$ cat config.mk
export PLATFORM = sky130hd
export DESIGN_NAME = range_list_trace_translate
export DESIGN_NICKNAME = d
export VERILOG_FILES = /design/src/rtl/rltt_pkg.sv /design/src/rtl/rltt_ctrl.sv /design/src/rtl/rltt_datapath.sv /design/src/rtl/range_list_trace_translate.sv
export SDC_FILE = /design/constraint.sdc
export NUM_CORES = 2
export LEC_CHECK = 0
export ABC_AREA = 0
export BUFFER_PORTS_ARGS = -buffer_cell sky130_fd_sc_hd__buf_4
export CORE_MARGIN = 8
export CORE_UTILIZATION = 50
export CTS_CLUSTER_DIAMETER = 150
export DETAILED_ROUTE_END_ITERATION = 8
export GPL_TIMING_DRIVEN = 0
export PLACE_DENSITY = 0.63
export SYNTH_ARGS = -nofsm -noshare
export SYNTH_HDL_FRONTEND = slang
export SYNTH_SLANG_ARGS = --single-unit
$ cat constraint.sdc
create_clock -name clk -period 17 [get_ports clk]
set_clock_uncertainty 0.05 [all_clocks]
set_input_delay 1.7 -clock clk [delete_from_list [all_inputs] [get_ports clk]]
set_output_delay 1.7 -clock clk [all_outputs]
set_load 0.005 [all_outputs]
$ cat src/rtl/rltt_pkg.sv
`timescale 1ns / 1ps

package rltt_pkg;

    // Controller states.
    typedef enum logic [2:0] {
        ST_IDLE,
        ST_WALK,
        ST_DRAIN,
        ST_CALC,
        ST_MUL,
        ST_DONE
    } rltt_state_t;

    // Operation codes carried on the input tuser.
    localparam logic OP_WRITE = 1'b0;
    localparam logic OP_XLATE = 1'b1;

    // Result status codes carried on the output tuser.
    localparam logic [1:0] STAT_OK      = 2'd0;
    localparam logic [1:0] STAT_OOR     = 2'd1;
    localparam logic [1:0] STAT_WRITTEN = 2'd2;

    // Configuration register indexes.
    localparam logic [1:0] CFG_TRACE_COUNT = 2'd0;
    localparam logic [1:0] CFG_TRACE_LEN   = 2'd1;
    localparam logic [1:0] CFG_ACTIVE      = 2'd2;

    // Stream widths.
    localparam int IN_TDATA_W  = 104;
    localparam int OUT_TDATA_W = 88;

    // Commands from the controller to the datapath.
    typedef struct packed {
        logic take_wr;
        logic take_xl;
        logic rd_en;
        logic calc;
        logic mul;
        logic load_out;
    } rltt_cmd_t;

    // Status from the datapath to the controller.
    typedef struct packed {
        logic walk_end;
        logic out_free;
    } rltt_stat_t;

endpackage

$ cat src/rtl/rltt_ctrl.sv
`timescale 1ns / 1ps

module rltt_ctrl
    import rltt_pkg::*;
(
    input  logic       clk,
    input  logic       rst_n,
    input  logic       s_axis_tvalid,
    output logic       s_axis_tready,
    input  logic       s_axis_tuser,
    input  rltt_stat_t stat,
    output rltt_cmd_t  cmd
);

    rltt_state_t state_reg;
    rltt_state_t state_next;

    // State register.
    always_ff @(posedge clk or negedge rst_n)
    begin
        if (!rst_n)
        begin
            state_reg <= ST_IDLE;
        end
        else
        begin
            state_reg <= state_next;
        end
    end

    // Next state and commands.
    always_comb
    begin
        state_next    = state_reg;
        cmd           = '0;
        s_axis_tready = 1'b0;
        case (state_reg)
            ST_IDLE:
            begin
                s_axis_tready = 1'b1;
                if (s_axis_tvalid)
                begin
                    if (s_axis_tuser == OP_WRITE)
                    begin
                        cmd.take_wr = 1'b1;
                        state_next  = ST_DONE;
                    end
                    else
                    begin
                        cmd.take_xl = 1'b1;
                        state_next  = ST_WALK;
                    end
                end
            end
            ST_WALK:
            begin
                if (stat.walk_end)
                begin
                    state_next = ST_DRAIN;
                end
                else
                begin
                    cmd.rd_en = 1'b1;
                end
            end
            ST_DRAIN:
            begin
                state_next = ST_CALC;
            end
            ST_CALC:
            begin
                cmd.calc   = 1'b1;
                state_next = ST_MUL;
            end
            ST_MUL:
            begin
                cmd.mul    = 1'b1;
                state_next = ST_DONE;
            end
            ST_DONE:
            begin
                if (stat.out_free)
                begin
                    cmd.load_out = 1'b1;
                    state_next   = ST_IDLE;
                end
            end
            default:
            begin
                state_next = ST_IDLE;
            end
        endcase
    end

    // A translate transaction always starts the table walk.
    a_xlate_walks: assert property (@(posedge clk) disable iff (!rst_n)
        (s_axis_tvalid && s_axis_tready && s_axis_tuser == OP_XLATE)
        |=> (state_reg == ST_WALK))
        else $error("translate did not start the walk");

    // A finished result waits while the output register is occupied.
    a_done_holds: assert property (@(posedge clk) disable iff (!rst_n)
        (state_reg == ST_DONE && !stat.out_free) |=> (state_reg == ST_DONE))
        else $error("result left while output was busy");

    // The product is always followed by the result hand-off.
    a_mul_done: assert property (@(posedge clk) disable iff (!rst_n)
        (state_reg == ST_MUL) |=> (state_reg == ST_DONE))
        else $error("multiply not followed by result");

endmodule

$ cat src/rtl/rltt_datapath.sv
`timescale 1ns / 1ps

module rltt_datapath
    import rltt_pkg::*;
#(
    parameter int MAX_RANGES = 16
)
(
    input  logic                   clk,
    input  logic                   rst_n,
    input  logic [IN_TDATA_W-1:0]  s_axis_tdata,
    output logic                   m_axis_tvalid,
    input  logic                   m_axis_tready,
    output logic [OUT_TDATA_W-1:0] m_axis_tdata,
    output logic [1:0]             m_axis_tuser,
    input  logic                   cfg_valid,
    input  logic                   cfg_ready,
    input  logic [1:0]             cfg_index,
    input  logic [31:0]            cfg_data,
    input  rltt_cmd_t              cmd,
    output rltt_stat_t             stat
);

    localparam int AW = (MAX_RANGES > 1) ? $clog2(MAX_RANGES) : 1;
    localparam int CW = $clog2(MAX_RANGES + 1);
    localparam logic [8:0] MAX9 = 9'(MAX_RANGES);

    // Input item fields.
    logic [3:0]  entry_slot;
    logic [31:0] range_first;
    logic [31:0] range_last;
    logic        range_open;
    logic [31:0] logical_index;

    assign entry_slot    = s_axis_tdata[3:0];
    assign range_first   = s_axis_tdata[35:4];
    assign range_last    = s_axis_tdata[67:36];
    assign range_open    = s_axis_tdata[68];
    assign logical_index = s_axis_tdata[100:69];

    // Configuration registers.
    logic [31:0] count_reg;
    logic [23:0] tlen_reg;
    logic [4:0]  active_reg;

    always_ff @(posedge clk or negedge rst_n)
    begin
        if (!rst_n)
        begin
            count_reg  <= '0;
            tlen_reg   <= '0;
            active_reg <= '0;
        end
        else if (cfg_valid && cfg_ready)
        begin
            case (cfg_index)
                CFG_TRACE_COUNT: count_reg  <= cfg_data;
                CFG_TRACE_LEN:   tlen_reg   <= cfg_data[23:0];
                CFG_ACTIVE:      active_reg <= cfg_data[4:0];
                default:         ;
            endcase
        end
    end

    // Entries in use, clamped to the table depth.
    logic [8:0]    act9;
    logic [8:0]    used9;
    logic [CW-1:0] used_cnt;

    assign act9     = {4'b0, active_reg};
    assign used9    = (act9 > MAX9) ? MAX9 : act9;
    assign used_cnt = used9[CW-1:0];

    // Range table.
    logic [31:0] start_mem [MAX_RANGES];
    logic [31:0] stop_mem  [MAX_RANGES];
    logic        open_mem  [MAX_RANGES];
    logic [8:0]  wr_slot9;
    logic        wr_ok;

    assign wr_slot9 = {5'b0, entry_slot};
    assign wr_ok    = (wr_slot9 < MAX9);

    always_ff @(posedge clk)
    begin
        if (cmd.take_wr && wr_ok)
        begin
            start_mem[wr_slot9[AW-1:0]] <= range_first;
            stop_mem[wr_slot9[AW-1:0]]  <= range_last;
            open_mem[wr_slot9[AW-1:0]]  <= range_open;
        end
    end

    // Walk counter and registered table read.
    logic [CW-1:0] rd_cnt_reg;
    logic          rd_vld_reg;
    logic [31:0]   rd_first_reg;
    logic [31:0]   rd_last_reg;
    logic          rd_open_reg;

    always_ff @(posedge clk or negedge rst_n)
    begin
        if (!rst_n)
        begin
            rd_cnt_reg <= '0;
            rd_vld_reg <= 1'b0;
        end
        else
        begin
            rd_vld_reg <= cmd.rd_en;
            if (cmd.take_xl)
            begin
                rd_cnt_reg <= '0;
            end
            else if (cmd.rd_en)
            begin
                rd_cnt_reg <= rd_cnt_reg + 1'b1;
            end
        end
    end

    always_ff @(posedge clk)
    begin
        if (cmd.rd_en)
        begin
            rd_first_reg <= start_mem[rd_cnt_reg[AW-1:0]];
            rd_last_reg  <= stop_mem[rd_cnt_reg[AW-1:0]];
            rd_open_reg  <= open_mem[rd_cnt_reg[AW-1:0]];
        end
    end

    assign stat.walk_end = (rd_cnt_reg == used_cnt);

    // Length of the entry just read.
    logic [32:0] len_next;
    logic [32:0] len_reg;
    logic [31:0] len_first_reg;
    logic        len_vld_reg;

    always_comb
    begin
        if (rd_open_reg)
        begin
            len_next = (rd_first_reg < count_reg) ?
                       {1'b0, count_reg - rd_first_reg} : 33'd0;
        end
        else
        begin
            len_next = (rd_last_reg >= rd_first_reg) ?
                       ({1'b0, rd_last_reg - rd_first_reg} + 33'd1) : 33'd0;
        end
    end

    always_ff @(posedge clk or negedge rst_n)
    begin
        if (!rst_n)
        begin
            len_vld_reg <= 1'b0;
        end
        else
        begin
            len_vld_reg <= rd_vld_reg;
        end
    end

    always_ff @(posedge clk)
    begin
        if (rd_vld_reg)
        begin
            len_reg       <= len_next;
            len_first_reg <= rd_first_reg;
        end
    end

    // Search: the running total never passes the index while searching,
    // so the distance to it fits in 32 bits.
    logic [31:0] idx_reg;
    logic [31:0] before_reg;
    logic        found_reg;
    logic        wr_mode_reg;
    logic [31:0] diff;
    logic        hit;
    logic [31:0] hit_first_reg;
    logic [31:0] hit_diff_reg;

    assign diff = idx_reg - before_reg;
    assign hit  = ({1'b0, diff} < len_reg);

    always_ff @(posedge clk or negedge rst_n)
    begin
        if (!rst_n)
        begin
            found_reg   <= 1'b0;
            wr_mode_reg <= 1'b0;
        end
        else if (cmd.take_wr)
        begin
            wr_mode_reg <= 1'b1;
        end
        else if (cmd.take_xl)
        begin
            wr_mode_reg <= 1'b0;
            found_reg   <= 1'b0;
        end
        else if (len_vld_reg && !found_reg && hit)
        begin
            found_reg <= 1'b1;
        end
    end

    always_ff @(posedge clk)
    begin
        if (cmd.take_xl)
        begin
            idx_reg    <= logical_index;
            before_reg <= '0;
        end
        else if (len_vld_reg && !found_reg)
        begin
            if (hit)
            begin
                hit_first_reg <= len_first_reg;
                hit_diff_reg  <= diff;
            end
            else
            begin
                before_reg <= before_reg + len_reg[31:0];
            end
        end
    end

    // Physical trace and byte offset.
    logic [31:0] phys_reg;
    logic [55:0] offs_reg;

    always_ff @(posedge clk)
    begin
        if (cmd.calc)
        begin
            phys_reg <= hit_first_reg + hit_diff_reg;
        end
        if (cmd.mul)
        begin
            offs_reg <= 56'(phys_reg) * 56'(tlen_reg);
        end
    end

    // Output register.
    logic        out_vld_reg;
    logic [1:0]  out_stat_reg;
    logic [31:0] out_phys_reg;
    logic [55:0] out_offs_reg;

    assign stat.out_free = !out_vld_reg || m_axis_tready;

    always_ff @(posedge clk or negedge rst_n)
    begin
        if (!rst_n)
        begin
            out_vld_reg <= 1'b0;
        end
        else if (cmd.load_out)
        begin
            out_vld_reg <= 1'b1;
        end
        else if (m_axis_tready)
        begin
            out_vld_reg <= 1'b0;
        end
    end

    always_ff @(posedge clk)
    begin
        if (cmd.load_out)
        begin
            if (wr_mode_reg)
            begin
                out_stat_reg <= STAT_WRITTEN;
                out_phys_reg <= '0;
                out_offs_reg <= '0;
            end
            else if (found_reg)
            begin
                out_stat_reg <= STAT_OK;
                out_phys_reg <= phys_reg;
                out_offs_reg <= offs_reg;
            end
            else
            begin
                out_stat_reg <= STAT_OOR;
                out_phys_reg <= '0;
                out_offs_reg <= '0;
            end
        end
    end

    assign m_axis_tvalid = out_vld_reg;
    assign m_axis_tuser  = out_stat_reg;
    assign m_axis_tdata  = {out_offs_reg, out_phys_reg};

    // A result is only loaded when the output register can take it.
    a_load_free: assert property (@(posedge clk) disable iff (!rst_n)
        cmd.load_out |-> (!out_vld_reg || m_axis_tready))
        else $error("result loaded over a waiting result");

    // A hit is only forgotten when a new translation starts.
    a_found_kept: assert property (@(posedge clk) disable iff (!rst_n)
        $fell(found_reg) |-> $past(cmd.take_xl))
        else $error("hit lost during translation");

    // The walk never reads past the entries in use.
    a_walk_bound: assert property (@(posedge clk) disable iff (!rst_n)
        cmd.rd_en |-> (rd_cnt_reg < used_cnt))
        else $error("walk read beyond active entries");

endmodule

$ cat src/rtl/range_list_trace_translate.sv
`timescale 1ns / 1ps

// Channel   Direction  Signals                        Contents
// s_axis    in         tvalid tready tdata tuser      range write or translate request
// m_axis    out        tvalid tready tdata tuser      status, trace number, byte offset
// cfg       in         valid ready index data         trace count, trace length, entries
//
// A range write goes straight to the result stage. A translation walks
// N entries, N being the active entry count clamped to MAX_RANGES, reading
// one table entry per cycle through one port.
// Reset clears all control state and the configuration registers; table
// entries are undefined until written. A result waits in the output
// register while m_axis_tready is low, and the next input transaction is
// taken meanwhile.
module range_list_trace_translate
    import rltt_pkg::*;
#(
    parameter int MAX_RANGES = 16
)
(
    input  logic                   clk,
    input  logic                   rst_n,
    input  logic                   s_axis_tvalid,
    output logic                   s_axis_tready,
    // entry_slot[3:0], range_first[35:4], range_last[67:36],
    // range_open[68], logical_index[100:69], zero padding[103:101]
    input  logic [IN_TDATA_W-1:0]  s_axis_tdata,
    // operation[0]
    input  logic                   s_axis_tuser,
    output logic                   m_axis_tvalid,
    input  logic                   m_axis_tready,
    // physical_trace[31:0], byte_offset[87:32]
    output logic [OUT_TDATA_W-1:0] m_axis_tdata,
    // status[1:0]
    output logic [1:0]             m_axis_tuser,
    input  logic                   cfg_valid,
    output logic                   cfg_ready,
    input  logic [1:0]             cfg_index,
    input  logic [31:0]            cfg_data
);

    rltt_cmd_t  cmd;
    rltt_stat_t stat;

    // Configuration writes are always taken.
    assign cfg_ready = 1'b1;

    // Sequencer.
    rltt_ctrl u_ctrl (
        .clk           (clk),
        .rst_n         (rst_n),
        .s_axis_tvalid (s_axis_tvalid),
        .s_axis_tready (s_axis_tready),
        .s_axis_tuser  (s_axis_tuser),
        .stat          (stat),
        .cmd           (cmd)
    );

    // Range table, walk and result datapath.
    rltt_datapath #(
        .MAX_RANGES (MAX_RANGES)
    ) u_datapath (
        .clk           (clk),
        .rst_n         (rst_n),
        .s_axis_tdata  (s_axis_tdata),
        .m_axis_tvalid (m_axis_tvalid),
        .m_axis_tready (m_axis_tready),
        .m_axis_tdata  (m_axis_tdata),
        .m_axis_tuser  (m_axis_tuser),
        .cfg_valid     (cfg_valid),
        .cfg_ready     (cfg_ready),
        .cfg_index     (cfg_index),
        .cfg_data      (cfg_data),
        .cmd           (cmd),
        .stat          (stat)
    );

endmodule

==> metrics <==
grt ovf=0; CP Data Required Time=17.51 ns; CP Class=flip-flop to flip-flop; cells after synthesis=6480; deepest clock path buffer count=3; commonest non-fill, non-tap cell in the layout=edfxtp_1; Slew Limit Headroom=0.170; ys async rst share=0.0477; outcome=completed; number of global-route vias before repair=56100; Cell Area, Synth=around 0.090 mm^2; synth top area cells=edfxtp_1 48%, fa_1 15%, mux4_2 8.1%; fillcell total=14500; row count=156; initial antenna violation count=31; Max FO, Critical Path=10; die area=0.194 mm^2; crit path launch type=flip-flop; footprint of the multi-input gates=roughly 0.04 mm^2; Vias/cell=5.71; Post-synth EDFFs=1444; final setup violating endpoints=0; Yosys cell types=slightly above 100; fmax=103 MHz; Reg area=0.0459 mm^2; CP endpoint kind=flip-flop; Pre-Repair DR Iteration Count=6; Syn-to-layout area delta=12.8%; ratio of cells with drive above 1 in the final layout=0.143; Post-Syn Area per Cell=13.9 um^2; CP Data Arrival Time=10.23 ns; post-DP HPWL=189000 um; routed vias=roughly 54000; Core Area=about 0.18 mm^2; post_cts resized=0; first-pass GRT wire length=364000 um; final wirelength=249000 um; hold_buf cts=0; setup TNS=0 ns; Routed WL per cell=around 26 um; commonest non-fill, non-tap cells in the layout=1444 x edfxtp_1, 874 x inv_1, 663 x fa_1, 501 x and2_1, 468 x nand2_1; final slew viol count=0; TritonCTS clock tree=done; Root Buffer=clkbuf_16; top_reg_cell synth=edfxtp_1; die height=441 um; max capacitance violation total=0; CTS buffer count=160; YS warnings=0; Tmin final=9.72 ns; final worst-path cycle share=0.572; GRT Util Overall=0.256; CTS sink cnt=1550; final hold vios=0; Post-route DRC=0; CTS clock-pin slew for the worst setup and hold paths=0.06 ns; Post-DRT Antenna Nets=0; starting density of the core=0.501; DRT iter0 DRCs=4453; final net count=8144; Clock H-tree levels=4; worst-skew pair later-pin latency=0.84 ns; GPL Wtd Cong=0.974; top-area cell type share of the netlist area=0.481; worst-margin pin slew=1.25 ns; Mapped Nets=7659; Port Buf Inserts=~230; RSZ-0062 raised after global routing=no; I/O pins=237; Chip Width=approximately 440 um; largest net degree at the start of global routing=75; FF+latch count, synth=approximately 1600; post-CTS setup buffers=0; sequential-to-total area share from yosys stat=0.508; area leader, netlist=edfxtp_1; Tightest Hold Check Type=flip-flop to flip-flop
-- per-stage QoR --
stage               instances  utilization  setup slack [ns]  area [um^2]  hold WS, ns
floorplan                6480            -              9.66        90200        0.350
global placement         9082        0.528              3.32        94900        0.353
detailed placement       9173        0.537              7.46        96600        0.356
CTS                      9471        0.565              7.44       102000        0.346
global route             9478        0.565              7.00       102000        0.358
finish                   9485        0.566              7.28       102000        0.356
-- layer usage --
metal  global-route usage  vias up  part of all wire
li1                     -    23700                 -
met1                0.313    27900              0.37
met2                0.444     2010              0.51
met3               0.0451      558             0.065
met4                0.121       10             0.054
met5                    0        -           0.00028
-- cells by family after synthesis --
group | after synthesis | synth area share
xor+xnor | 205 | 0.0199
compound gates | 674 | 0.0498
mux | 409 | 0.0914
fa+ha+maj | 1035 | 0.199
buf+inv | 1150 | 0.0482
other cells | 1 | 0.0000416
simple gates | 1456 | 0.0838
flops | 1550 | 0.508
-- critical path, stage by stage, from the launching register on --
cell,delay [ns]
edfxtp_1,0.66
clkbuf_1,0.74
nand2_1,0.18
fa_1,0.58
inv_1,0.07
fa_1,0.49
inv_1,0.07
fa_1,0.56
fa_1,0.44
fa_1,0.60
inv_1,0.07
fa_1,0.50
fa_1,0.43
ha_1,0.34
nand2_1,0.08
nor3_1,0.34
nand2_1,0.10
a211oi_1,0.36
o21ai_0,0.34
a21oi_1,0.79
a311o_1,0.48
a31oi_1,0.21
o21ai_0,0.59
a41oi_1,0.22
xnor2_1,0.16
-- synthesized netlist by cell type, types with 8 or more instances --
library cell and instances:
a211o_1 8, xor2_1 77, mux2_2 62, fa_1 663, o211ai_1 10, and2_1 501
a211oi_1 32, xnor2_1 128, nor2_1 166, or2_2 11, mux4_2 325, clkbuf_1 245
a21oi_1 182, inv_1 874, nor4_1 9, o31ai_1 10, o31a_1 8, a31oi_1 22
nand3_1 49, o22ai_1 37, nor3b_1 8, o21a_1 28, buf_1 19, and3_1 32
nand2_1 468, nor3_1 52, nand4_1 26, dfxtp_1 32, ha_1 372, nand2b_1 33
nor2b_1 43, edfxtp_1 1444, o21ai_0 91, dfrtp_1 74, o21bai_1 34, a21boi_0 9
a21o_1 129, or3_1 11, mux2i_1 21
-- final timing paths --
kind                            slack, ns                    startpoint                            to  depth (start not counted)
worst max-delay path                 7.28       u_datapath.phys_reg[13]       u_datapath.offs_reg[48]                         24
worst min-delay path                 0.36  u_datapath.len_first_reg[14]  u_datapath.hit_first_reg[14]                          0
worst max register to register       7.28       u_datapath.phys_reg[13]       u_datapath.offs_reg[48]                         24
worst min register to register       0.36  u_datapath.len_first_reg[14]  u_datapath.hit_first_reg[14]                          0
max in group asynchronous           15.06                         rst_n         u_datapath.rd_vld_reg                          1
min in group asynchronous            0.99                         rst_n      u_datapath.m_axis_tvalid                          1
-- layout make-up --
cell class / instances / share of cell area
clock buffer: 206 / 0.0416
buffer: 275 / 0.0105
antenna: 14 / 0.000344
tap: 2370 / 0.0291
clock inverter: 92 / 0.00929
sequential: 1550 / 0.451
timing repair buffer: 323 / 0.0316
inverter: 875 / 0.0323
multi-input combinational: 3780 / 0.395
Power is not shown: default switching activity piles up to over one toggle a cycle in this logic, so the estimate is an artifact.
